<file path="src/pwdq_pkg.sv">
// Package: formats, float constants and element conversion functions.
package pwdq_pkg;

  localparam int unsigned WordBitsDef = 32;
  localparam int unsigned MaxResults  = 32;
  localparam int unsigned CntW        = 6;
  localparam int unsigned FmtW        = 3;

  typedef enum logic [FmtW-1:0] {
    FMT_OFFSET8  = 3'd0,
    FMT_NIBBLE4  = 3'd1,
    FMT_SIGNED2  = 3'd2,
    FMT_TERNARY2 = 3'd3,
    FMT_BINARY1  = 3'd4,
    FMT_HALF     = 3'd5,
    FMT_RAW      = 3'd6,
    FMT_RAW_ALT  = 3'd7
  } fmt_e;

  localparam logic [31:0] FpOne    = 32'h3F80_0000;
  localparam logic [31:0] FpNegOne = 32'hBF80_0000;
  localparam logic [31:0] FpNegTwo = 32'hC000_0000;
  localparam logic [31:0] FpQNan   = 32'h7FC0_0000;

  function automatic logic [4:0] elem_width_log2(input fmt_e f);
    logic [4:0] r;
    case (f)
      FMT_OFFSET8:               r = 5'd3;
      FMT_NIBBLE4:               r = 5'd2;
      FMT_SIGNED2, FMT_TERNARY2: r = 5'd1;
      FMT_BINARY1:               r = 5'd0;
      FMT_HALF:                  r = 5'd4;
      default:                   r = 5'd5;
    endcase
    return r;
  endfunction

  // Exact single for a small signed integer k over 2^s (|k| < 256).
  function automatic logic [31:0] int_to_single(input logic signed [8:0] k,
                                                input logic [2:0] s);
    logic [7:0] a;
    logic [2:0] p;
    logic [7:0] e;
    logic [31:0] r;
    a = k[8] ? 8'(-k) : k[7:0];
    p = 3'd0;
    for (int j = 0; j < 8; j++) begin
      if (a[j]) p = 3'(j);
    end
    e = 8'd127 + 8'(p) - 8'(s);
    if (a == 8'd0) r = 32'h0;
    else r = {k[8], e, 23'((24'(a) << (5'd23 - 5'(p))))};
    return r;
  endfunction

  function automatic logic [31:0] half_to_single(input logic [15:0] h);
    logic [4:0] e;
    logic [9:0] m;
    logic [3:0] p;
    logic [31:0] r;
    e = h[14:10];
    m = h[9:0];
    p = 4'd0;
    for (int j = 0; j < 10; j++) begin
      if (m[j]) p = 4'(j);
    end
    if (e == 5'd0) begin
      if (m == 10'd0) r = {h[15], 31'h0};
      else r = {h[15], 8'(8'(p) + 8'd103), 23'((23'(m) << (5'd23 - 5'(p))))};
    end else if (e == 5'h1F) begin
      r = (m == 10'd0) ? {h[15], 31'h7F80_0000} : FpQNan;
    end else begin
      r = {h[15], 8'(8'(e) + 8'd112), m, 13'h0};
    end
    return r;
  endfunction

endpackage

</file>
<file path="src/pwdq_front.sv">
// Front end: accept words, saturate count, push jobs into a two-entry queue.
module pwdq_front #(
  parameter int unsigned WordBits = pwdq_pkg::WordBitsDef
) (
  input  logic                   clk_i,
  input  logic                   rst_ni,
  input  pwdq_pkg::fmt_e         fmt_i,
  input  logic [WordBits-1:0]    word_i,
  input  logic [pwdq_pkg::CntW-1:0] count_i,
  input  logic                   last_i,
  input  logic                   in_valid_i,
  output logic                   in_ready_o,
  output logic                   job_valid_o,
  input  logic                   job_pop_i,
  output logic [WordBits-1:0]    job_word_o,
  output logic [pwdq_pkg::CntW-1:0] job_count_o,
  output logic                   job_last_o,
  output pwdq_pkg::fmt_e         job_fmt_o
);
  import pwdq_pkg::*;

  typedef struct packed {
    logic [WordBits-1:0] word;
    logic [CntW-1:0]     count;
    logic                last;
    fmt_e                fmt;
  } job_t;

  job_t       mem_q [2];
  logic       wp_q, rp_q;
  logic [1:0] fill_q;
  logic [4:0] lw;
  logic [6:0] cap;
  logic [CntW-1:0] n;
  logic       push, pop;

  always_comb begin
    lw  = elem_width_log2(fmt_i);
    cap = 7'((WordBits >> lw) > MaxResults ? MaxResults : (WordBits >> lw));
    n   = (7'(count_i) > cap) ? CntW'(cap) : count_i;
  end

  assign in_ready_o  = (fill_q != 2'd2);
  assign push        = in_valid_i && in_ready_o && (n != '0);
  assign pop         = job_pop_i && (fill_q != 2'd0);
  assign job_valid_o = (fill_q != 2'd0);
  assign job_word_o  = mem_q[rp_q].word;
  assign job_count_o = mem_q[rp_q].count;
  assign job_last_o  = mem_q[rp_q].last;
  assign job_fmt_o   = mem_q[rp_q].fmt;

  always_ff @(posedge clk_i) begin
    if (push) mem_q[wp_q] <= '{word: word_i, count: n, last: last_i, fmt: fmt_i};
  end

  always_ff @(posedge clk_i or negedge rst_ni) begin
    if (!rst_ni) begin
      wp_q   <= 1'b0;
      rp_q   <= 1'b0;
      fill_q <= 2'd0;
    end else begin
      if (push) wp_q <= ~wp_q;
      if (pop)  rp_q <= ~rp_q;
      fill_q <= fill_q + 2'(push) - 2'(pop);
    end
  end
endmodule

</file>
<file path="config.mk">
export PLATFORM = sky130hd
export DESIGN_NAME = pwdq_front
export DESIGN_NICKNAME = d
export VERILOG_FILES = /design/src/pwdq_pkg.sv /design/src/pwdq_front.sv
export SDC_FILE = /design/constraint.sdc
export NUM_CORES = 1
export LEC_CHECK = 0
export ABC_AREA = 1
export ABC_CLOCK_PERIOD_IN_PS = 6500
export BUFFER_PORTS_ARGS = -buffer_cell sky130_fd_sc_hd__buf_2
export CORE_ASPECT_RATIO = 0.7
export CORE_MARGIN = 4
export CORE_UTILIZATION = 55
export DETAILED_ROUTE_END_ITERATION = 12
export PLACE_DENSITY = 0.91
export SETUP_SLACK_MARGIN = 0.15
export SLEW_MARGIN = 40
export SYNTH_ARGS = -nofsm -noshare
export SYNTH_HDL_FRONTEND = slang
export SYNTH_SLANG_ARGS = --single-unit
</file>
<file path="constraint.sdc">
create_clock -name clk_i -period 6.5 [get_ports clk_i]
set_input_delay 0.975 -clock clk_i [delete_from_list [all_inputs] [get_ports clk_i]]
set_output_delay 0.975 -clock clk_i [all_outputs]
set_load 0.1 [all_outputs]
</file>
==> results of run 1 <==
worst max-delay path, delay by kind of cell:
family | cells | cell delay (ps)
buffers and inverters | 4 | 750
AO/OA/AOI/OAI | 1 | 230
AND/OR/NAND/NOR | 11 | 1110
adder cells (fa/ha/maj) | 1 | 300
final cells by class:
cell class | instances | area [sq um]
multi-input cells | 189 | 903
well taps | 78 | 97.6
repair buffers | 93 | 503
clock inverters | 5 | 129
inverters | 17 | 66.3
clock buffers | 11 | 131
fillers | 432 | 1850
flip-flops and latches | 88 | 2620
synth_stat cells, types with 3 or more instances:
| master | instances | area share, % |
|---|---|---|
| nand2_1 | 140 | 15 |
| edfxtp_1 | 84 | 70 |
| inv_1 | 16 | 1.7 |
| nand2_2 | 10 | 1.7 |
| clkbuf_1 | 9 | 0.93 |
| nand3_1 | 9 | 1.2 |
| ha_1 | 8 | 2.8 |
| nor2_1 | 5 | 0.52 |
| dfrtp_1 | 4 | 2.8 |
| nor2_2 | 3 | 0.52 |
metrics by stage:
step	instances	cell area (sq um)	hold slack, ps	util [%]	setup WS, ps
finish	481	4450	419	70.6	3090
global route	481	4450	391	70.6	2820
CTS	481	4450	404	70.6	3120
detailed placement	465	4190	475	66.5	2740
global placement	463	4150	459	65.8	2530
floorplan	303	3620	442	-	1880
cell families (layout without fill, tap and decap cells):
kind of cell / after synthesis / count (layout) / synth area share (%)
simple gates: 175 / 175 / 20.8
flops: 88 / 88 / 72.5
buf+inv: 26 / 126 / 2.70
fa+ha+maj: 8 / 8 / 2.77
compound gates: 3 / 3 / 0.485
xor+xnor: 3 / 3 / 0.727
sequential cells by signal (all words and copies together), names as in the netlist:
register / flops
mem_q: 84
wp_q: 1
rp_q: 1
fill_q: 2
final timing paths:
kind / slack, ps / start / to / depth (start not counted)
worst max-delay path: 3090 / fmt_i[1] / mem_q[0][28] / 17
worst min-delay path: 420 / rst_ni / fill_q[0] / 1
worst max register to register: 4660 / fill_q[1] / mem_q[0][28] / 3
worst min register to register: 500 / wp_q / wp_q / 2
max in group asynchronous: 5960 / rst_ni / fill_q[1] / 1
min in group clk_i: 500 / wp_q / wp_q / 2
layer usage:
| layer | GRT usage [%] | vias up | part of all wire [%] |
|---|---|---|---|
| met2 | 28.6 | 101 | 47 |
| met4 | 7.57 | 0 | 0.96 |
| li1 | - | 1192 | - |
| met3 | 6.69 | 4 | 8.6 |
| met1 | 23.0 | 1086 | 43 |
| met5 | 0 | - | 0 |
==> results_dict.tcl, run 1 <==
set metrics [dict create \
    critical_path_class "input port to register" \
    antenna_found_initial 0 \
    cts_hold_buf 0 \
    clkTransAtPathRegs_ps 80 \
    clkLatencyLatePin_ps 340 \
    die_w_um 105 \
    skew_ps 9.43 \
    crit_path_end_kind "register" \
    cts_buffers 9 \
    finalSetupTns_ps 0 \
    crit_top_cell "nand2_1" \
    grt_max_degree 43 \
    io_pins 90 \
    layout.nets 452 \
    grt_pass1_wl_um 10900 \
    setup_viol 0 \
    routabilityCongestion 0.952 \
    cts_max_path_buffers 2 \
    hold_class "input port to asynchronous set/reset pin" \
    h-tree-depth 3 \
    maxSlewViolCount 0 \
    period_minus_slack_ps 3410 \
    period_share_pct 52.4 \
    crit_path_cell_trace "buf_2 > inv_1 > nand2_1 > a21oi_1 > inv_1 > ha_1 > nand3_1 > nand2_1 > nor2_1 > nand2_4 > nand2_4 > nand2_1 > nand2_1 > nor2_2 > nand3_2 > nand3_1 > inv_4" \
    start_util_pct 57.3 \
    netlist_instances 303 \
    synth.distinct_cells 21 \
    synth.avg_cell_area_sq_um 11.9 \
    final_cell_mix "nand2_1, buf_2, edfxtp_1, inv_1, nand2_2" \
    grt_pass1_vias 2231 \
    dp_hpwl_um 4760 \
    drive_gt1_share_pct 31.8 \
    cts_tree "yes" \
    avgViaCountPerCell 4.95 \
    hold_viol_final 0 \
    cts.root.buffer_cell "clkbuf_8" \
    avgRoutedWirePerCell_um 14.3 \
    synth_seq_cells 88 \
    final_common_cell "nand2_1" \
    max_freq_ghz 0.294 \
    synth_flop_cell "edfxtp_1" \
    syn2layout_area_growth_pct 23.1 \
    placement.io_buffers 89 \
    rows 24 \
    crit_required_ps 6480 \
    outcome "complete, no violations" \
    worst_pin_slew_ps 643 \
    drv_cap 0 \
    slew_headroom_pct 56.9 \
    wl_um 6860 \
    cts_setup_buffers 0 \
    die-area_sq_um 7960 \
    clkSinkCount 88 \
    synth_edf_count 84 \
    yosysWarnings 0 \
    dr.pass1.iters 4 \
    grt_usage_pct 18.0 \
    route.vias.total 2383 \
    first_iter_violations 146 \
    worstSetupStartpointType "input port" \
    num_antenna_cells 0 \
    ys_seq_area_share_pct 72.5 \
    ant_nets 0 \
    fp.coreArea_sq_um 6310 \
    crit_path_max_incr_delay_ps 460 \
    synthArstFlopShare_pct 4.55 \
    drcViolationCount 0 \
    cp.arrival_ps 3380 \
    cp_slowest_cell "inv_4" \
    worst-path-max-fanout 42 \
    overflow 0 \
    synth.cell_area_sq_um 3620 \
    rsz0062_at_grt "false" \
    syn-num-nets 357 \
    die_h_um 75.8 \
    cts-resized-gates 0 \
]
Power of run 1 is left out: the tool's default activity adds up to more than one toggle a clock period on the data nets, which glitch-free logic cannot reach.
==> run 2, diff against run 1 <==
--- a/config.mk
+++ b/config.mk
@@ -6,13 +6,13 @@
 export NUM_CORES = 1
 export LEC_CHECK = 0
 export ABC_AREA = 1
-export ABC_CLOCK_PERIOD_IN_PS = 6500
+export ABC_CLOCK_PERIOD_IN_PS = 2920
 export BUFFER_PORTS_ARGS = -buffer_cell sky130_fd_sc_hd__buf_2
 export CORE_ASPECT_RATIO = 0.7
 export CORE_MARGIN = 4
-export CORE_UTILIZATION = 55
+export CORE_UTILIZATION = 48
 export DETAILED_ROUTE_END_ITERATION = 12
-export PLACE_DENSITY = 0.91
+export PLACE_DENSITY = 0.85
 export SETUP_SLACK_MARGIN = 0.15
 export SLEW_MARGIN = 40
 export SYNTH_ARGS = -nofsm -noshare
==> constraint.sdc (replaced) <==
create_clock -name clk_i -period 2.92 [get_ports clk_i]
set_input_delay 0.438 -clock clk_i [delete_from_list [all_inputs] [get_ports clk_i]]
set_output_delay 0.438 -clock clk_i [all_outputs]
set_load 0.1 [all_outputs]
==> run 2 against run 1 <==
Register-to-register slack got worse by 3500 ps. Critical endpoint is now fill_q[1]. Design area is 3.4% higher. Cell count grew 4.8%. Utilization down 7.7 points. Via count is 0.50% lower. Sequential share of layout area down 1.9 points. Flip-flop and latch count did not move. Critical path type unchanged.
==> results_dict.tcl, run 2 (synthesis gave the netlist of run 1 again) <==
set metrics [dict create \
    drcViolationCount 0 \
    crit_path_cell_trace "buf_2 > inv_16 > nand2_4 > a21oi_2 > inv_1 > ha_4 > nand2_4 > nor2_4 > nand4_4 > nand2_4 > nand2_2 > nand2_2 > nor2_2 > nand3_2 > nand2_2 > ha_1 > inv_1 > ha_1 > xnor2_1" \
    cts_buffers 9 \
    timing.critical_path.to "fill_q[1]" \
    die_h_um 80.6 \
    max_freq_ghz 0.393 \
    skew_ps 8.97 \
    layout.nets 455 \
    cts.root.buffer_cell "clkbuf_8" \
    grt_busiest_layer "met2" \
    overflow 0 \
    largest_register_ffs 84 \
    worstSetupStartpointType "input port" \
    h-tree-depth 3 \
    num_antenna_cells 0 \
    drive_gt1_share_pct 36.5 \
    largest-register "mem_q" \
    crit_required_ps 3150 \
    cp_num_buf_inv 4 \
    cp_slowest_cell "ha_1" \
    worst_hold_slack_ps 279 \
    final_cell_mix "nand2_1, buf_2, edfxtp_1, nand2_2, inv_1" \
    rsz0062_at_grt "false" \
    placement.io_buffers 89 \
    cp.arrival_ps 2780 \
    r2r_cells 6 \
    wl_um 6780 \
    setup_viol 0 \
    timing.rr.start "fill_q[1]" \
    startpoint "fmt_i[1]" \
    ant_nets 0 \
    hold_class "input port to register" \
    start_util_pct 49.4 \
    path_depth 19 \
    rows 26 \
    final_common_cell "nand2_1" \
    syn2layout_area_growth_pct 27.3 \
    multi_input_area_sq_um 990 \
    dp_slack_ps -3.04 \
    worst_slack_ps 373 \
    antenna_found_initial 0 \
    cts_tree "yes" \
    routabilityCongestion 0.837 \
    r2r_setup_slack_ps 1170 \
    die-area_sq_um 9010 \
    hold_viol_final 0 \
    worst-path-max-fanout 7 \
    fp.coreArea_sq_um 7320 \
    utilization_pct 62.9 \
    period_share_pct 87.2 \
    grt_max_degree 43 \
    crit_path_end_kind "register" \
    nFillCells 588 \
    slew_headroom_pct 65.6 \
    avgViaCountPerCell 4.70 \
    cts_max_path_buffers 2 \
    avgRoutedWirePerCell_um 13.5 \
    r2r-end "fill_q[1]" \
    crit_path_max_incr_delay_ps 300 \
    worst_pin_slew_ps 513 \
    grt_pass1_wl_um 10900 \
    ff_latch_area_sq_um 2620 \
    grt_use_met3_pct 4.44 \
    clkSinkCount 88 \
    period_minus_slack_ps 2550 \
    top_regs "mem_q (84), fill_q (2)" \
    die_w_um 112 \
    drv_cap 0 \
    route.vias.total 2371 \
    clkTransAtPathRegs_ps 90 \
    use_met1_pct 19.1 \
    outcome "complete, no violations" \
    grt_use_met2_pct 26.3 \
    io_pins 90 \
    cpLargestDelayFamily "simple AND/OR/NAND/NOR gates" \
    critical_path_class "input port to register" \
    grt_pass1_vias 2362 \
    clkLatencyLatePin_ps 340 \
    dr.pass1.iters 4 \
    grt_usage_pct 15.6 \
    maxSlewViolCount 0 \
    first_iter_violations 108 \
    dp_hpwl_um 4820 \
]
==> run 2: cell types whose count changed in the layout (fill, tap and decap cells not counted), moves of 2 or more <==
cell | before | now
nand2_1 | 140 | 134
buf_12 | 0 | 4
nand2_2 | 10 | 14
ha_1 | 8 | 5
ha_4 | 0 | 3
inv_8 | 0 | 3
bufinv_16 | 4 | 2
clkbuf_1 | 2 | 0
inv_1 | 15 | 13
nand2_4 | 2 | 4
nand3_1 | 9 | 7
nand3_2 | 1 | 3
nor2_1 | 4 | 2
nor2_2 | 3 | 5
==> run 2: cell type report <==
class | instances | share of cell area [%]
Sequential cell | 88 | 57.0
Multi-Input combinational cell | 189 | 21.5
Timing Repair Buffer | 96 | 12.0
Clock buffer | 9 | 2.69
Tap cell | 98 | 2.66
Clock inverter | 7 | 2.26
Inverter | 17 | 1.98
==> run 2: worst min-delay path by stage <==
stage,end,cells after the start,startpoint,slack (ps)
CTS,mem_q[0][31],1,word_i[21],260
detailed placement,fill_q[0],1,rst_ni,250
global placement,fill_q[0],1,rst_ni,250
global route,mem_q[1][29],1,word_i[19],250
finish,mem_q[1][31],1,word_i[21],280
floorplan,fill_q[0],0,rst_ni,140
==> run 2: through the flow <==
| stage | instance area [sq um] | setup TNS (ps) | cells |
|---|---|---|---|
| after floorplan | 3740 | 0 | 303 |
| after global placement | 4370 | 0 | 487 |
| after detailed placement | 4370 | -3.04 | 487 |
| after CTS | 4600 | 0 | 504 |
| after global routing | 4600 | 0 | 504 |
| final | 4600 | 0 | 504 |
==> run 2: repair_timing <==
action | in CTS | in global routing
hold endpoints to repair | 4 | 0
buffers inserted | 0 | 0
hold buffers | 1 | 0
resized for setup | 0 | 0
==> run 2: metal layers <==
metal	part of all wire (%)	vias to the layer above
met5	0	-
met4	1.5	0
met3	6.2	10
met2	49	67
met1	43	1094
li1	-	1200
Power of run 2 is left out for the same reason.
==> run 3, diff against run 2 <==
--- a/config.mk
+++ b/config.mk
@@ -6,7 +6,7 @@
 export NUM_CORES = 1
 export LEC_CHECK = 0
 export ABC_AREA = 1
-export ABC_CLOCK_PERIOD_IN_PS = 2920
+export ABC_CLOCK_PERIOD_IN_PS = 2200
 export BUFFER_PORTS_ARGS = -buffer_cell sky130_fd_sc_hd__buf_2
 export CORE_ASPECT_RATIO = 0.7
 export CORE_MARGIN = 4
==> constraint.sdc (replaced) <==
create_clock -name clk_i -period 2.2 [get_ports clk_i]
set_input_delay 0.33 -clock clk_i [delete_from_list [all_inputs] [get_ports clk_i]]
set_output_delay 0.33 -clock clk_i [all_outputs]
set_load 0.1 [all_outputs]
==> run 3 against run 2 <==
The flow now finishes with violations (setup timing). Design area is 11% higher. Utilization is 7.0 points higher. Via count is 8.9% higher. Flip-flop and latch count stayed put. Count of clock-buffer cells in the layout stayed put. Non-clock buffer count is 35 higher. Clock skew is 1.4 ps lower. Global-route usage is 2.2 points higher. Hold slack worse by 110 ps. Critical path depth is 1 lower. Wire length is 17% higher. Critical path type unchanged.
==> results_dict.tcl, run 3 (synthesis gave the netlist of run 1 again) <==
set metrics [dict create \
    clkTransAtPathRegs_ps 90 \
    final_cell_mix "nand2_1, edfxtp_1, buf_4, buf_2, nand2_2" \
    grt_usage_pct 17.8 \
    fp.coreArea_sq_um 7320 \
    clkSinkCount 88 \
    skew_ps 7.54 \
    drcViolationCount 0 \
    period_minus_slack_ps 2330 \
    violations "setup timing" \
    largest-register "mem_q" \
    wl_um 7910 \
    slew_headroom_pct 66.4 \
    worstSetupStartpointType "input port" \
    ant_nets 0 \
    ff_latch_area_sq_um 2620 \
    period_share_pct 106 \
    avgViaCountPerCell 4.79 \
    worst-path-max-fanout 10 \
    clkLatencyLatePin_ps 350 \
    die_h_um 80.6 \
    drv_cap 0 \
    start_util_pct 49.4 \
    cts_buffers 9 \
    dr.pass1.iters 4 \
    outcome "finished with violations" \
    top_regs "mem_q (84), fill_q (2)" \
    stdcell_area_sq_um 5120 \
    critical_path_class "input port to register" \
    hold_viol_final 0 \
    largest_register_ffs 84 \
    io_pins 90 \
    cts_tree "yes" \
    rsz0062_at_grt "true" \
    crit_required_ps 2270 \
    route.vias.total 2582 \
    grt_pass1_vias 2603 \
    worst_pin_slew_ps 500 \
    worst_hold_slack_ps 166 \
    die-area_sq_um 9010 \
    worst_slack_ps -134 \
    setup_viol 86 \
    placement.io_buffers 89 \
    max_freq_ghz 0.429 \
    first_iter_violations 113 \
    utilization_pct 69.9 \
    grt_pass1_wl_um 12300 \
    die_w_um 112 \
    num_antenna_cells 0 \
    cp.arrival_ps 2400 \
    final_common_cell "nand2_1" \
    dp_hpwl_um 5210 \
    place_area_sq_um 4550 \
    layout.nets 490 \
    avgRoutedWirePerCell_um 14.7 \
    syn2layout_area_growth_pct 41.6 \
    antenna_found_initial 0 \
    cts_max_path_buffers 2 \
    multi_input_area_sq_um 1070 \
    drive_gt1_share_pct 43.1 \
    cts.root.buffer_cell "clkbuf_8" \
    crit_path_end_kind "register" \
    maxSlewViolCount 0 \
    routabilityCongestion 0.826 \
    hold_class "input port to register" \
    overflow 0 \
    nFillCells 523 \
    rows 26 \
    grt_max_degree 30 \
    h-tree-depth 3 \
]
## run 3: final timing paths
path,startpoint,endpoint,slack (ps),depth (start not counted)
worst max-delay path,fmt_i[0],mem_q[1][40],-130,18
worst min-delay path,word_i[4],mem_q[0][14],170,1
worst max register to register,fill_q[0],mem_q[1][40],440,6
worst min register to register,wp_q,wp_q,510,2
max in group asynchronous,rst_ni,fill_q[1],1760,2
min in group asynchronous,rst_ni,rp_q,310,2
## run 3: final cells by class
cell class | instances | area share [%]
Clock inverter | 7 | 1.93
Timing Repair Buffer | 131 | 19.4
Tap cell | 98 | 2.40
Inverter | 17 | 1.78
Multi-Input combinational cell | 189 | 20.9
Sequential cell | 88 | 51.2
Clock buffer | 9 | 2.42
## run 3: stage by stage
stage | TNS (ps) | instances | setup slack (ps)
final | -8020 | 539 | -134
after global routing | -13870 | 539 | -197
after CTS | -4220 | 530 | -82.2
after detailed placement | -47550 | 511 | -617
after global placement | -40690 | 511 | -527
after floorplan | -46200 | 303 | -546
## run 3: critical path, cell delays in order
cell and delay, ps:
buf_8 110, inv_8 60, nand2_8 60, a21oi_4 140
inv_2 60, ha_4 280, nand2_4 60, nor2_4 130
nand4_4 160, nand2_4 160, nand2_2 70, nand2_2 90
nor2_4 50, nand3_4 90, nand2_4 80, nor2_4 170
buf_12 140, clkbuf_16 150
## run 3: timing repair
| item | 4_1_cts | 5_1_grt |
|---|---|---|
| setup endpoints to repair | 116 | 102 |
| setup buffers | 2 | 6 |
| resized for setup | 48 | 8 |
| pin swaps | 14 | 6 |
| hold buffers | 1 | 0 |
| gates cloned | 0 | 3 |
| endpoints found under the hold margin | 4 | 0 |
## run 3: per-layer routing
metal  up-vias  share of wire (%)  global-route usage [%]  wire length (um)
met1      1207                 41                    20.8              3270
met5         -                  0                       0                 0
met4         0               0.92                    5.71                73
met3         9                7.7                    5.95               606
li1       1274                  -                       -                 -
met2        92                 50                    31.2              3960
Power of run 3 is left out for the same reason.
