### config.mk
export PLATFORM = sky130hd
export DESIGN_NAME = pwdq_back
export DESIGN_NICKNAME = d
export VERILOG_FILES = /design/src/pwdq_pkg.sv /design/src/pwdq_back.sv
export SDC_FILE = /design/constraint.sdc
export NUM_CORES = 1
export LEC_CHECK = 0
export BUFFER_PORTS_ARGS = -buffer_cell sky130_fd_sc_hd__buf_4
export CAP_MARGIN = 20
export CORE_ASPECT_RATIO = 1.2
export CORE_MARGIN = 5
export CORE_UTILIZATION = 45
export CTS_CLUSTER_DIAMETER = 60
export DETAILED_ROUTE_END_ITERATION = 10
export GPL_TIMING_DRIVEN = 0
export HOLD_SLACK_MARGIN = 0.12
export SETUP_SLACK_MARGIN = 0.4
export SYNTH_ARGS = -nofsm -noshare
export SYNTH_HDL_FRONTEND = slang
export SYNTH_SLANG_ARGS = --single-unit
### constraint.sdc
create_clock -name clk_i -period 6 [get_ports clk_i]
set_clock_uncertainty 0.05 [all_clocks]
set_input_delay 0.3 -clock clk_i [delete_from_list [all_inputs] [get_ports clk_i]]
set_output_delay 0.3 -clock clk_i [all_outputs]
set_load 0.02 [all_outputs]
### src/pwdq_pkg.sv
// Package: formats, float constants and element conversion functions.
package pwdq_pkg;

  localparam int unsigned WordBitsDef = 32;
  localparam int unsigned MaxResults  = 32;
  localparam int unsigned CntW        = 6;
  localparam int unsigned FmtW        = 3;

  typedef enum logic [FmtW-1:0] {
    FMT_OFFSET8  = 3'd0,
    FMT_NIBBLE4  = 3'd1,
    FMT_SIGNED2  = 3'd2,
    FMT_TERNARY2 = 3'd3,
    FMT_BINARY1  = 3'd4,
    FMT_HALF     = 3'd5,
    FMT_RAW      = 3'd6,
    FMT_RAW_ALT  = 3'd7
  } fmt_e;

  localparam logic [31:0] FpOne    = 32'h3F80_0000;
  localparam logic [31:0] FpNegOne = 32'hBF80_0000;
  localparam logic [31:0] FpNegTwo = 32'hC000_0000;
  localparam logic [31:0] FpQNan   = 32'h7FC0_0000;

  function automatic logic [4:0] elem_width_log2(input fmt_e f);
    logic [4:0] r;
    case (f)
      FMT_OFFSET8:               r = 5'd3;
      FMT_NIBBLE4:               r = 5'd2;
      FMT_SIGNED2, FMT_TERNARY2: r = 5'd1;
      FMT_BINARY1:               r = 5'd0;
      FMT_HALF:                  r = 5'd4;
      default:                   r = 5'd5;
    endcase
    return r;
  endfunction

  // Exact single for a small signed integer k over 2^s (|k| < 256).
  function automatic logic [31:0] int_to_single(input logic signed [8:0] k,
                                                input logic [2:0] s);
    logic [7:0] a;
    logic [2:0] p;
    logic [7:0] e;
    logic [31:0] r;
    a = k[8] ? 8'(-k) : k[7:0];
    p = 3'd0;
    for (int j = 0; j < 8; j++) begin
      if (a[j]) p = 3'(j);
    end
    e = 8'd127 + 8'(p) - 8'(s);
    if (a == 8'd0) r = 32'h0;
    else r = {k[8], e, 23'((24'(a) << (5'd23 - 5'(p))))};
    return r;
  endfunction

  function automatic logic [31:0] half_to_single(input logic [15:0] h);
    logic [4:0] e;
    logic [9:0] m;
    logic [3:0] p;
    logic [31:0] r;
    e = h[14:10];
    m = h[9:0];
    p = 4'd0;
    for (int j = 0; j < 10; j++) begin
      if (m[j]) p = 4'(j);
    end
    if (e == 5'd0) begin
      if (m == 10'd0) r = {h[15], 31'h0};
      else r = {h[15], 8'(8'(p) + 8'd103), 23'((23'(m) << (5'd23 - 5'(p))))};
    end else if (e == 5'h1F) begin
      r = (m == 10'd0) ? {h[15], 31'h7F80_0000} : FpQNan;
    end else begin
      r = {h[15], 8'(8'(e) + 8'd112), m, 13'h0};
    end
    return r;
  endfunction

endpackage

### src/pwdq_back.sv
// Back end: step through a job's elements, convert, drive a registered output.
module pwdq_back #(
  parameter int unsigned WordBits = pwdq_pkg::WordBitsDef
) (
  input  logic                   clk_i,
  input  logic                   rst_ni,
  input  logic                   job_valid_i,
  output logic                   job_pop_o,
  input  logic [WordBits-1:0]    job_word_i,
  input  logic [pwdq_pkg::CntW-1:0] job_count_i,
  input  logic                   job_last_i,
  input  pwdq_pkg::fmt_e         job_fmt_i,
  output logic                   out_valid_o,
  input  logic                   out_ready_i,
  output logic [31:0]            value_o,
  output logic                   last_elem_o,
  output logic                   tensor_end_o
);
  import pwdq_pkg::*;

  localparam int unsigned ExtW = (WordBits > 32) ? WordBits : 32;

  logic [CntW-1:0] idx_q, idx_d;
  logic            oval_q;
  logic [31:0]     val_q, val_d;
  logic            le_q, te_q;
  logic            adv, fin;
  logic [ExtW-1:0] w, sh;
  logic [4:0]      lw;
  logic [CntW-1:0] bi;
  logic [31:0]     x;

  always_comb begin
    w  = ExtW'(job_word_i);
    lw = elem_width_log2(job_fmt_i);
    bi = (job_fmt_i == FMT_NIBBLE4) ? (idx_q ^ CntW'(1)) : idx_q;
    sh = w >> ((ExtW'(bi)) << lw);
    x  = sh[31:0];
    case (job_fmt_i)
      FMT_OFFSET8:  val_d = int_to_single(9'(x[7:0]) - 9'sd128, 3'd7);
      FMT_NIBBLE4:  val_d = int_to_single(9'(x[3:0]) - 9'sd8, 3'd3);
      FMT_SIGNED2: begin
        case (x[1:0])
          2'd0:    val_d = 32'h0;
          2'd1:    val_d = FpOne;
          2'd2:    val_d = FpNegTwo;
          default: val_d = FpNegOne;
        endcase
      end
      FMT_TERNARY2: val_d = (x[1:0] == 2'd0) ? FpNegOne : (x[1:0] == 2'd1) ? 32'h0 : FpOne;
      FMT_BINARY1:  val_d = x[0] ? FpOne : FpNegOne;
      FMT_HALF:     val_d = half_to_single(x[15:0]);
      default:      val_d = x;
    endcase
    adv   = job_valid_i && (!oval_q || out_ready_i);
    fin   = (idx_q + CntW'(1) == job_count_i);
    idx_d = adv ? (fin ? '0 : idx_q + CntW'(1)) : idx_q;
  end

  assign job_pop_o    = adv && fin;
  assign out_valid_o  = oval_q;
  assign value_o      = val_q;
  assign last_elem_o  = le_q;
  assign tensor_end_o = te_q;

  always_ff @(posedge clk_i) begin
    if (adv) begin
      val_q <= val_d;
      le_q  <= fin;
      te_q  <= fin && job_last_i;
    end
  end

  always_ff @(posedge clk_i or negedge rst_ni) begin
    if (!rst_ni) begin
      idx_q  <= '0;
      oval_q <= 1'b0;
    end else begin
      idx_q <= idx_d;
      if (adv) oval_q <= 1'b1;
      else if (out_ready_i) oval_q <= 1'b0;
    end
  end
endmodule

==> flow_metrics.py, run 1 <==
metrics = {
    "outcome": {
        "status": "finished, final reports clean",
    },
    "detailed_routing": {
        "viasPerCell": 6.87,
        "wl_per_cell_um": 25.2,
        "routed_wl_mm": 25.8,
        "vias": 7017,
        "drtIter0Drc": 777,
        "drt.antenna.violating_nets": 0,
        "drtPass1Iterations": 6,
        "drc": 0,
    },
    "global_route": {
        "grt-ovfl-total": 0,
        "grt_pass1_vias": 6847,
        "grt_pass1_wl_mm": 39.4,
        "grt_max_degree": 28,
        "antenna_found_initial": 0,
        "grt_usage": 0.323,
    },
    "floorplanning": {
        "rows": 46,
        "dieArea_um2": 15800,
        "fp.coreArea_um2": 13200,
        "start_util": 0.456,
        "ioPinCount": 82,
        "dieHeight_um": 137,
        "die_x_um": 116,
    },
    "setup_path": {
        "reg2reg_to": "value_o[28]",
        "critPathCapture": "value_o[28]",
        "cp-end-kind": "flip-flop",
        "r2r-start": "idx_q[0]",
        "crit_start": "idx_q[0]",
        "crit_type": "flip-flop to flip-flop",
        "arrival_ps": 5470,
        "cp_max_fo": 12,
        "r2r_setup_slack_ps": 510,
        "startpoint_type": "flip-flop",
        "critPathRequiredTime_ps": 5980,
        "rr_worst_depth": 22,
    },
    "power": {
        "leakagePower_nw": 2.89,
        "p_int_mw": 1.86,
        "vdd_drop_max_uv": 510,
        "p_total_mw": 4.05,
        "power_density_nw_per_um2": 536,
        "power_frac_comb": 0.810,
        "power.clock.fraction": 0.090,
        "sw_frac_of_total": 0.541,
        "p_switching_mw": 2.19,
        "p_seq_frac": 0.100,
    },
    "clocking": {
        "insertion_delay_ps": 290,
        "cts_num_sinks": 41,
        "clk_path_buf_depth": 2,
        "h-tree-depth": 2,
        "cts_buffers": 5,
        "cts-root-buf": "clkbuf_16",
        "cts_tree": "yes",
        "path_clk_slew_ps": 60,
    },
    "timing": {
        "setup_slack_ps": 508,
        "setup_viol": 0,
        "rsz0062_at_grt": "no",
        "maxSlewViolCount": 0,
        "worst_slew_pin_slew_ps": 995,
        "min_period_ps": 5490,
        "hold_viol": 0,
        "fmax_mhz": 182,
        "relSlewSlack": 0.331,
        "period_share": 0.915,
    },
    "yosys": {
        "yosysWarningCount": 0,
        "seq_area_frac_synth": 0.199,
        "synthXorXnorAreaFrac": 0.0233,
        "async_reset_ff_frac": 0.171,
        "ys_ff_latch": 41,
        "synth_nets": 798,
        "synth_top_family_by_area": "compound AO/OA/AOI/OAI gates",
        "ys_types": 101,
        "synth_compound_area_frac": 0.313,
        "netlist_instances": 742,
        "synthMuxAreaShare": 0.160,
        "synth_simple_gate_area_frac": 0.231,
        "synthAdderAreaFrac": 0.0208,
        "synth_edf_count": 34,
        "synthFlopType": "edfxtp_1",
        "avgSynthCellArea_um2": 8.10,
        "synthesis.area_um2": 6010,
    },
    "place": {
        "portBuffers": 80,
        "globalplace.congestion": 1.05,
        "pre_cts_ws_ps": -1390,
        "hpwlAfterDp_mm": 20.0,
    },
    "layout": {
        "final_common_cell": "buf_4",
        "areaGrowthSynthToFinish_pct": 25.7,
        "fin_nets": 909,
        "antenna_cells_inserted": 0,
        "drive_gt1_frac": 0.275,
        "fill_cells": 1222,
        "final_cell_mix": "106 x buf_4, 72 x nor2_1, 64 x nand2_1, 50 x mux2i_1, 39 x a21oi_1",
    },
    "run": {
        "drv_cap": 0,
    },
    "hold_path": {
        "hp-class": "input pin to flip-flop",
    },
}
==> per-layer routing <==
metal | share of wire | global-route usage
met3 | 0.070 | 0.0398
met2 | 0.48 | 0.542
met1 | 0.37 | 0.373
met4 | 0.087 | 0.236
met5 | 0 | 0
==> power groups by stage <==
| stage | combinational [mW] | clock, mW | sequential [mW] |
|---|---|---|---|
| floorplan | 2.01 | 0 | 0.448 |
| global placement | 2.79 | 0 | 0.413 |
| detailed placement | 2.84 | 0 | 0.413 |
| CTS | 3.03 | 0.368 | 0.408 |
| global route | 3.47 | 0.380 | 0.413 |
| finish | 3.28 | 0.363 | 0.407 |
==> critical path, stage by stage, from the launching register on <==
cell,delay (ps)
dfrtp_1,400
buf_6,150
or3b_4,420
o221a_1,240
buf_4,190
buf_4,200
buf_6,170
mux2i_4,210
nand2_2,110
a32oi_4,300
nor2_4,110
inv_2,100
clkbuf_16,170
ha_4,180
clkinvlp_4,130
a211o_1,320
o22ai_4,210
nor2b_4,230
mux2_4,350
o31a_1,350
nor3b_4,310
o21a_1,200
o21ai_1,100
==> how the worst min path moves through the flow <==
| stage | startpoint | endpoint | slack, ps | cells after the start |
|---|---|---|---|---|
| 2_1_floorplan | rst_ni | idx_q[0] | -50 | 0 |
| 3_3_place_gp | rst_ni | out_valid_o | 70 | 1 |
| 3_5_place_dp | rst_ni | out_valid_o | 70 | 1 |
| 4_1_cts | job_valid_i | out_valid_o | 170 | 2 |
| 5_1_grt | job_valid_i | out_valid_o | 180 | 2 |
| 6_report | job_valid_i | out_valid_o | 160 | 2 |
==> synthesized netlist by cell type, types with 4 or more instances <==
library cell	count	area share
nor4b_1	4	0.0058
a22oi_1	6	0.0075
o21ai_1	10	0.0083
nand3_1	32	0.027
buf_2	22	0.018
a31oi_1	14	0.015
inv_1	9	0.0056
mux2i_1	60	0.10
xor2_1	5	0.0073
nor4_1	7	0.0073
ha_1	10	0.021
a311oi_1	5	0.0073
xnor2_1	11	0.016
nand4_1	8	0.0083
o32ai_1	6	0.0087
o211ai_1	12	0.015
o31ai_1	13	0.016
nor2_1	74	0.046
mux2_2	12	0.022
o21a_1	9	0.011
a21oi_1	40	0.033
or3_1	5	0.0052
edfxtp_1	34	0.17
o21ai_0	27	0.022
nor3_1	20	0.017
nand2_1	66	0.041
a221o_1	4	0.0067
clkbuf_1	22	0.014
buf_4	9	0.011
dfrtp_1	7	0.029
nand2b_1	13	0.014
a32oi_1	10	0.015
and2_1	14	0.015
o22ai_1	11	0.011
mux4_2	7	0.026
a21o_1	7	0.0087
nor2b_1	7	0.0073
a211oi_1	10	0.012
and3_1	6	0.0062
==> per-stage QoR <==
step | utilization | hold slack, ps | TNS (ps) | cell area (µm²) | std cells
after floorplan | - | -45.6 | 0 | 6010 | 742
after global routing | 0.573 | 175 | 0 | 7560 | 1022
final | 0.573 | 163 | 0 | 7560 | 1022
after global placement | 0.518 | 68.8 | -15280 | 6820 | 990
after detailed placement | 0.521 | 70.3 | -17670 | 6860 | 993
after CTS | 0.555 | 167 | 0 | 7320 | 1012
==> state kept, by name, indices dropped and copies added, names as in the netlist <==
name / cells
last_elem_o: 1
out_valid_o: 1
value_o: 32
idx_q: 6
tensor_end_o: 1
==> area by class of cell <==
type | instances | area [µm²] | share of cell area
multi-input cells | 635 | 4760 | 0.630
flip-flops and latches | 41 | 1200 | 0.158
repair buffers | 104 | 797 | 0.105
plain buffers | 55 | 353 | 0.0467
well taps | 168 | 210 | 0.0278
clock buffers | 5 | 125 | 0.0166
clock inverters | 3 | 68.8 | 0.00911
inverters | 11 | 47.5 | 0.00629
==> cells by family (layout without fill, tap and decap cells) <==
kind of cell | after synthesis | count (layout)
buffers and inverters | 66 | 178
adder cells (fa/ha/maj) | 10 | 10
AND/OR/NAND/NOR | 277 | 277
flip-flops | 41 | 41
XOR/XNOR | 16 | 16
AO/OA/AOI/OAI | 248 | 248
multiplexers | 84 | 84
==> what timing repair did <==
| action | 4_1_cts | 5_1_grt |
|---|---|---|
| buffers inserted | 10 | 10 |
| resized for setup | 39 | 43 |
| pin swaps | 7 | 6 |
| setup endpoints to repair | 15 | 14 |
| endpoints found under the hold margin | 7 | 0 |
| hold buffers | 1 | 0 |
| cloned | 0 | 0 |
Power figures use the tool's default switching activity.
==> run 2: changes to the inputs <==
--- a/config.mk
+++ b/config.mk
@@ -14,6 +14,7 @@
 export DETAILED_ROUTE_END_ITERATION = 10
 export GPL_TIMING_DRIVEN = 0
 export HOLD_SLACK_MARGIN = 0.12
+export RECOVER_POWER = 100
 export SETUP_SLACK_MARGIN = 0.4
 export SYNTH_ARGS = -nofsm -noshare
 export SYNTH_HDL_FRONTEND = slang
==> run 2 against run 1 <==
Against the previous run:
- via count grew 0.47%
- register-to-register slack lost 98 ps
- clock power hardly changed
- design area shrank 2.6%
- largest cell class unchanged
==> flow_metrics.py, run 2 (synthesized netlist as in run 1, its figures left out) <==
metrics = {
    "setup_path": {
        "arrival_ps": 5650,
        "cp-end-kind": "flip-flop",
        "crit_top_cell": "buf_4",
        "crit_family": "compound AO/OA/AOI/OAI gates",
        "critPathRequiredTime_ps": 6040,
        "startpoint_type": "input pin",
        "cp_max_fo": 10,
        "cp_slowest_cell": "a221oi_1",
        "crit_chain": "buf_4 > clkbuf_1 > buf_2 > buf_2 > nor2_1 > nor2_1 > o41ai_4 > buf_4 > buf_4 > a32oi_1 > a22oi_1 > a21o_1 > o2111a_1 > a221oi_1 > mux2_2 > o311a_1 > a211oi_1 > a311oi_2 > o41ai_2",
        "max_stage_delay_ps": 620,
        "cp_num_buf_inv": 6,
        "crit_type": "input pin to flip-flop",
    },
    "layout": {
        "areaGrowthSynthToFinish_pct": 22.4,
        "design_area_um2": 7360,
        "largest_register_ff_count": 32,
        "seq_area_um2": 1200,
        "multiInputGateArea_um2": 4730,
        "final_cell_mix": "73 x nor2_1, 69 x buf_4, 64 x nand2_1, 56 x clkbuf_1, 50 x mux2i_1",
        "final_common_cell": "nor2_1",
        "fin_nets": 909,
        "drive_gt1_frac": 0.219,
        "antenna_cells_inserted": 0,
        "fill_cells": 1279,
    },
    "timing": {
        "period_share": 0.936,
        "relSlewSlack": 0.0195,
        "rsz0062_at_grt": "no",
        "min_period_ps": 5620,
        "fmax_mhz": 178,
        "maxSlewViolCount": 0,
        "worst_slew_pin_slew_ps": 1470,
        "tns_ps": 0,
        "hold_viol": 0,
        "setup_viol": 0,
    },
    "global_route": {
        "grt_usage": 0.323,
        "grt_pass1_wl_mm": 39.4,
        "grt_max_degree": 28,
        "grt-ovfl-total": 0,
        "antenna_found_initial": 0,
        "grt_pass1_vias": 6847,
    },
    "detailed_routing": {
        "drtIter0Drc": 791,
        "vias": 7050,
        "routed_wl_mm": 25.8,
        "viasPerCell": 6.90,
        "drtPass1Iterations": 5,
        "drc": 0,
        "wl_per_cell_um": 25.2,
        "drt.antenna.violating_nets": 0,
    },
    "power": {
        "p_switching_mw": 2.18,
        "p_int_mw": 1.82,
        "vdd_drop_max_uv": 512,
        "power.clock.fraction": 0.091,
        "leakagePower_nw": 2.72,
        "power_density_nw_per_um2": 545,
        "power_frac_comb": 0.807,
        "p_seq_frac": 0.102,
        "sw_frac_of_total": 0.545,
    },
    "floorplanning": {
        "die_x_um": 116,
        "ioPinCount": 82,
        "fp.coreArea_um2": 13200,
        "rows": 46,
        "dieHeight_um": 137,
        "start_util": 0.456,
        "dieArea_um2": 15800,
    },
    "place": {
        "placed_area_um2": 6860,
        "globalplace.congestion": 1.05,
        "portBuffers": 80,
        "hpwlAfterDp_mm": 20.0,
    },
    "clocking": {
        "h-tree-depth": 2,
        "cts_num_sinks": 41,
        "cts_buffers": 5,
        "insertion_delay_ps": 290,
        "cts_tree": "yes",
        "clk_path_buf_depth": 2,
        "path_clk_slew_ps": 70,
        "cts-root-buf": "clkbuf_16",
    },
    "hold_path": {
        "hp-class": "input pin to flip-flop",
    },
    "outcome": {
        "status": "finished, final reports clean",
    },
    "run": {
        "drv_cap": 0,
    },
}
run 2: per-layer routing:
metal	track usage	vias up	wire length (µm)
met1	0.373	3323	9490
met3	0.0398	154	1790
met5	0	-	0
met2	0.542	441	12300
met4	0.236	0	2210
li1	-	3132	-
run 2: worst paths after layout:
path | cells after the start | end | slack, ps | from
worst max-delay path | 19 | value_o[22] | 380 | job_fmt_i[1]
worst min-delay path | 2 | out_valid_o | 160 | job_valid_i
worst max register to register | 16 | value_o[22] | 410 | idx_q[0]
worst min register to register | 2 | out_valid_o | 480 | out_valid_o
max in group asynchronous | 2 | idx_q[2] | 5190 | rst_ni
min in group asynchronous | 2 | idx_q[0] | 410 | rst_ni
run 2: what timing repair did:
| item | in CTS | in global routing |
|---|---|---|
| endpoints found under the hold margin | 7 | 0 |
| gates cloned | 0 | 0 |
| resized for setup | 39 | 43 |
| hold buffers | 1 | 0 |
| endpoints found under the setup margin | 15 | 14 |
| buffers inserted | 10 | 10 |
| pin swaps | 7 | 6 |
run 2: layout make-up:
type | count | share of cell area
sequential | 41 | 0.163
timing repair buffer | 104 | 0.0860
tap | 168 | 0.0286
inverter | 11 | 0.00646
multi-input combinational | 635 | 0.643
clock buffer | 5 | 0.0170
clock inverter | 3 | 0.00935
buffer | 55 | 0.0474
run 2: stage by stage:
step	worst slack, ps	hold slack, ps	std cells	utilization	total power, mW
2_1_floorplan	507	-45.6	742	-	2.46
3_3_place_gp	-1250	68.8	990	0.518	3.20
3_5_place_dp	-1390	70.3	993	0.521	3.25
4_1_cts	443	167	1012	0.555	3.81
5_1_grt	173	175	1022	0.558	4.22
6_report	382	163	1022	0.558	4.01
run 2: power groups by stage:
stage,combinational (mW),sequential [mW],clock [mW]
floorplan,2.01,0.448,0
global placement,2.79,0.413,0
detailed placement,2.84,0.413,0
CTS,3.03,0.408,0.368
global route,3.43,0.412,0.380
finish,3.24,0.407,0.365
==> run 3: changes to the inputs <==
--- a/config.mk
+++ b/config.mk
@@ -5,17 +5,16 @@
 export SDC_FILE = /design/constraint.sdc
 export NUM_CORES = 1
 export LEC_CHECK = 0
-export BUFFER_PORTS_ARGS = -buffer_cell sky130_fd_sc_hd__buf_4
 export CAP_MARGIN = 20
 export CORE_ASPECT_RATIO = 1.2
 export CORE_MARGIN = 5
 export CORE_UTILIZATION = 45
 export CTS_CLUSTER_DIAMETER = 60
 export DETAILED_ROUTE_END_ITERATION = 10
+export DONT_BUFFER_PORTS = 1
 export GPL_TIMING_DRIVEN = 0
 export HOLD_SLACK_MARGIN = 0.12
 export RECOVER_POWER = 100
-export SETUP_SLACK_MARGIN = 0.4
 export SYNTH_ARGS = -nofsm -noshare
 export SYNTH_HDL_FRONTEND = slang
 export SYNTH_SLANG_ARGS = --single-unit
==> run 3 against run 2 <==
Against the previous run:
- largest power group unchanged
- non-clock buffer count shrank 92
- total power is 8.5% lower
- critical path depth unchanged
- highest routed layer unchanged
- cell count down 9.0%
- via count is 7.1% lower
==> flow_metrics.py, run 3 (synthesized netlist as in run 1, its figures left out) <==
metrics = {
    "outcome": {
        "status": "finished, final reports clean",
    },
    "power": {
        "power_density_nw_per_um2": 557,
        "leakagePower_nw": 2.35,
        "vdd_drop_max_uv": 322,
    },
    "layout": {
        "final_common_cell": "nor2_1",
        "areaGrowthSynthToFinish_pct": 9.55,
        "fill_cells": 1293,
        "fin_nets": 817,
        "antenna_cells_inserted": 0,
        "largest_register_ff_count": 32,
        "multiInputGateArea_um2": 4620,
        "final_cell_mix": "72 x nor2_1, 66 x nand2_1, 54 x mux2i_1, 39 x a21oi_1, 34 x edfxtp_1",
        "drive_gt1_frac": 0.151,
        "seq_area_um2": 1200,
    },
    "clocking": {
        "cts-root-buf": "clkbuf_16",
        "cts_tree": "yes",
        "h-tree-depth": 2,
        "cts_buffers": 5,
        "insertion_delay_ps": 280,
        "cts_num_sinks": 41,
        "clk_path_buf_depth": 2,
        "path_clk_slew_ps": 60,
    },
    "floorplanning": {
        "start_util": 0.456,
        "die_x_um": 116,
        "dieHeight_um": 137,
        "fp.coreArea_um2": 13200,
        "dieArea_um2": 15800,
        "ioPinCount": 82,
        "rows": 46,
    },
    "place": {
        "pre_cts_ws_ps": -1240,
        "globalplace.congestion": 1.02,
        "hpwlAfterDp_mm": 19.6,
        "portBuffers": 0,
    },
    "run": {
        "drv_cap": 0,
    },
    "detailed_routing": {
        "drtIter0Drc": 548,
        "drt.antenna.violating_nets": 0,
        "wl_per_cell_um": 26.4,
        "vias": 6551,
        "drtPass1Iterations": 5,
        "routed_wl_mm": 24.6,
        "viasPerCell": 7.04,
        "drc": 0,
    },
    "setup_path": {
        "r2r-start": "idx_q[0]",
        "cp_max_fo": 10,
        "arrival_ps": 5880,
        "crit_start": "idx_q[0]",
        "startpoint_type": "flip-flop",
        "critPathRequiredTime_ps": 5970,
        "cp-end-kind": "flip-flop",
        "crit_type": "flip-flop to flip-flop",
    },
    "global_route": {
        "antenna_found_initial": 0,
        "met2_usage": 0.528,
        "grt-ovfl-total": 0,
        "grt_pass1_vias": 6354,
        "grt_use_met1": 0.364,
        "grt_usage": 0.307,
        "grt_pass1_wl_mm": 37.5,
        "grt_max_degree": 29,
        "grt-busiest-layer": "met2",
        "use_met3": 0.0447,
    },
    "timing": {
        "setup_viol": 0,
        "setup_slack_ps": 90.3,
        "min_period_ps": 5910,
        "relSlewSlack": 0.00861,
        "maxSlewViolCount": 0,
        "period_share": 0.985,
        "fmax_mhz": 169,
        "whs_ps": 164,
        "hold_viol": 0,
        "tns_ps": 0,
        "worst_slew_pin_slew_ps": 1490,
    },
    "hold_path": {
        "hp-class": "input pin to flip-flop",
        "worstHoldStart": "out_ready_i",
    },
}
-- run 3: final cells by class --
class	instances	share of cell area
inverter	11	0.00703
clock inverter	3	0.00266
timing repair buffer	14	0.0144
sequential	41	0.182
multi-input combinational	635	0.701
clock buffer	5	0.0190
tap	168	0.0319
buffer	53	0.0420
-- run 3: power by group --
part	internal, mW	switching (mW)	total [mW]
sequential	0.383	0.0706	0.453
combinational	1.04	1.91	2.95
clock	0.153	0.112	0.265
total	1.58	2.09	3.67
-- run 3: path summary, 6_finish.rpt --
path | endpoint | slack (ps) | depth (start not counted)
max reg2reg | value_o[22] | 90 | 19
max | value_o[22] | 90 | 19
min reg2reg | idx_q[5] | 600 | 2
min | out_valid_o | 160 | 2
max in group asynchronous | idx_q[3] | 5340 | 1
min in group asynchronous | idx_q[0] | 310 | 1
-- run 3: worst max-delay path: stages, from the launching register on --
cell and delay (ps):
dfrtp_1 390, buf_2 190, or3b_1 470, a22oi_1 340
o41ai_4 140, buf_4 190, buf_4 150, buf_4 190
a31oi_1 270, nor2_1 130, o31ai_1 450, clkbuf_1 590
o211ai_1 340, a221oi_2 460, buf_4 260, mux2_4 330
a32oi_1 180, a211oi_1 160, a311oi_2 240, o41ai_2 110
-- run 3: layer usage --
layer | vias up | routed length [µm]
met2 | 371 | 11900
met3 | 99 | 1690
li1 | 2942 | -
met1 | 3139 | 9240
met5 | - | 0
met4 | 0 | 1740
-- run 3: repair_timing --
item | 4_1_cts | 5_1_grt
gates resized for setup | 20 | 10
buffers inserted | 4 | 5
setup endpoints to repair | 15 | 14
endpoints found under the hold margin | 8 | 0
hold buffers | 2 | 0
pin swaps | 2 | 2
-- run 3: through the flow --
| step | util | power, mW | std cells | area, µm² |
|---|---|---|---|---|
| 6_report | 0.500 | 3.67 | 930 | 6590 |
| 5_1_grt | 0.500 | 3.86 | 930 | 6590 |
| 4_1_cts | 0.495 | 3.52 | 925 | 6530 |
| 3_5_place_dp | 0.475 | 3.18 | 913 | 6260 |
| 3_3_place_gp | 0.472 | 3.15 | 910 | 6220 |
| 2_1_floorplan | - | 2.46 | 742 | 6010 |
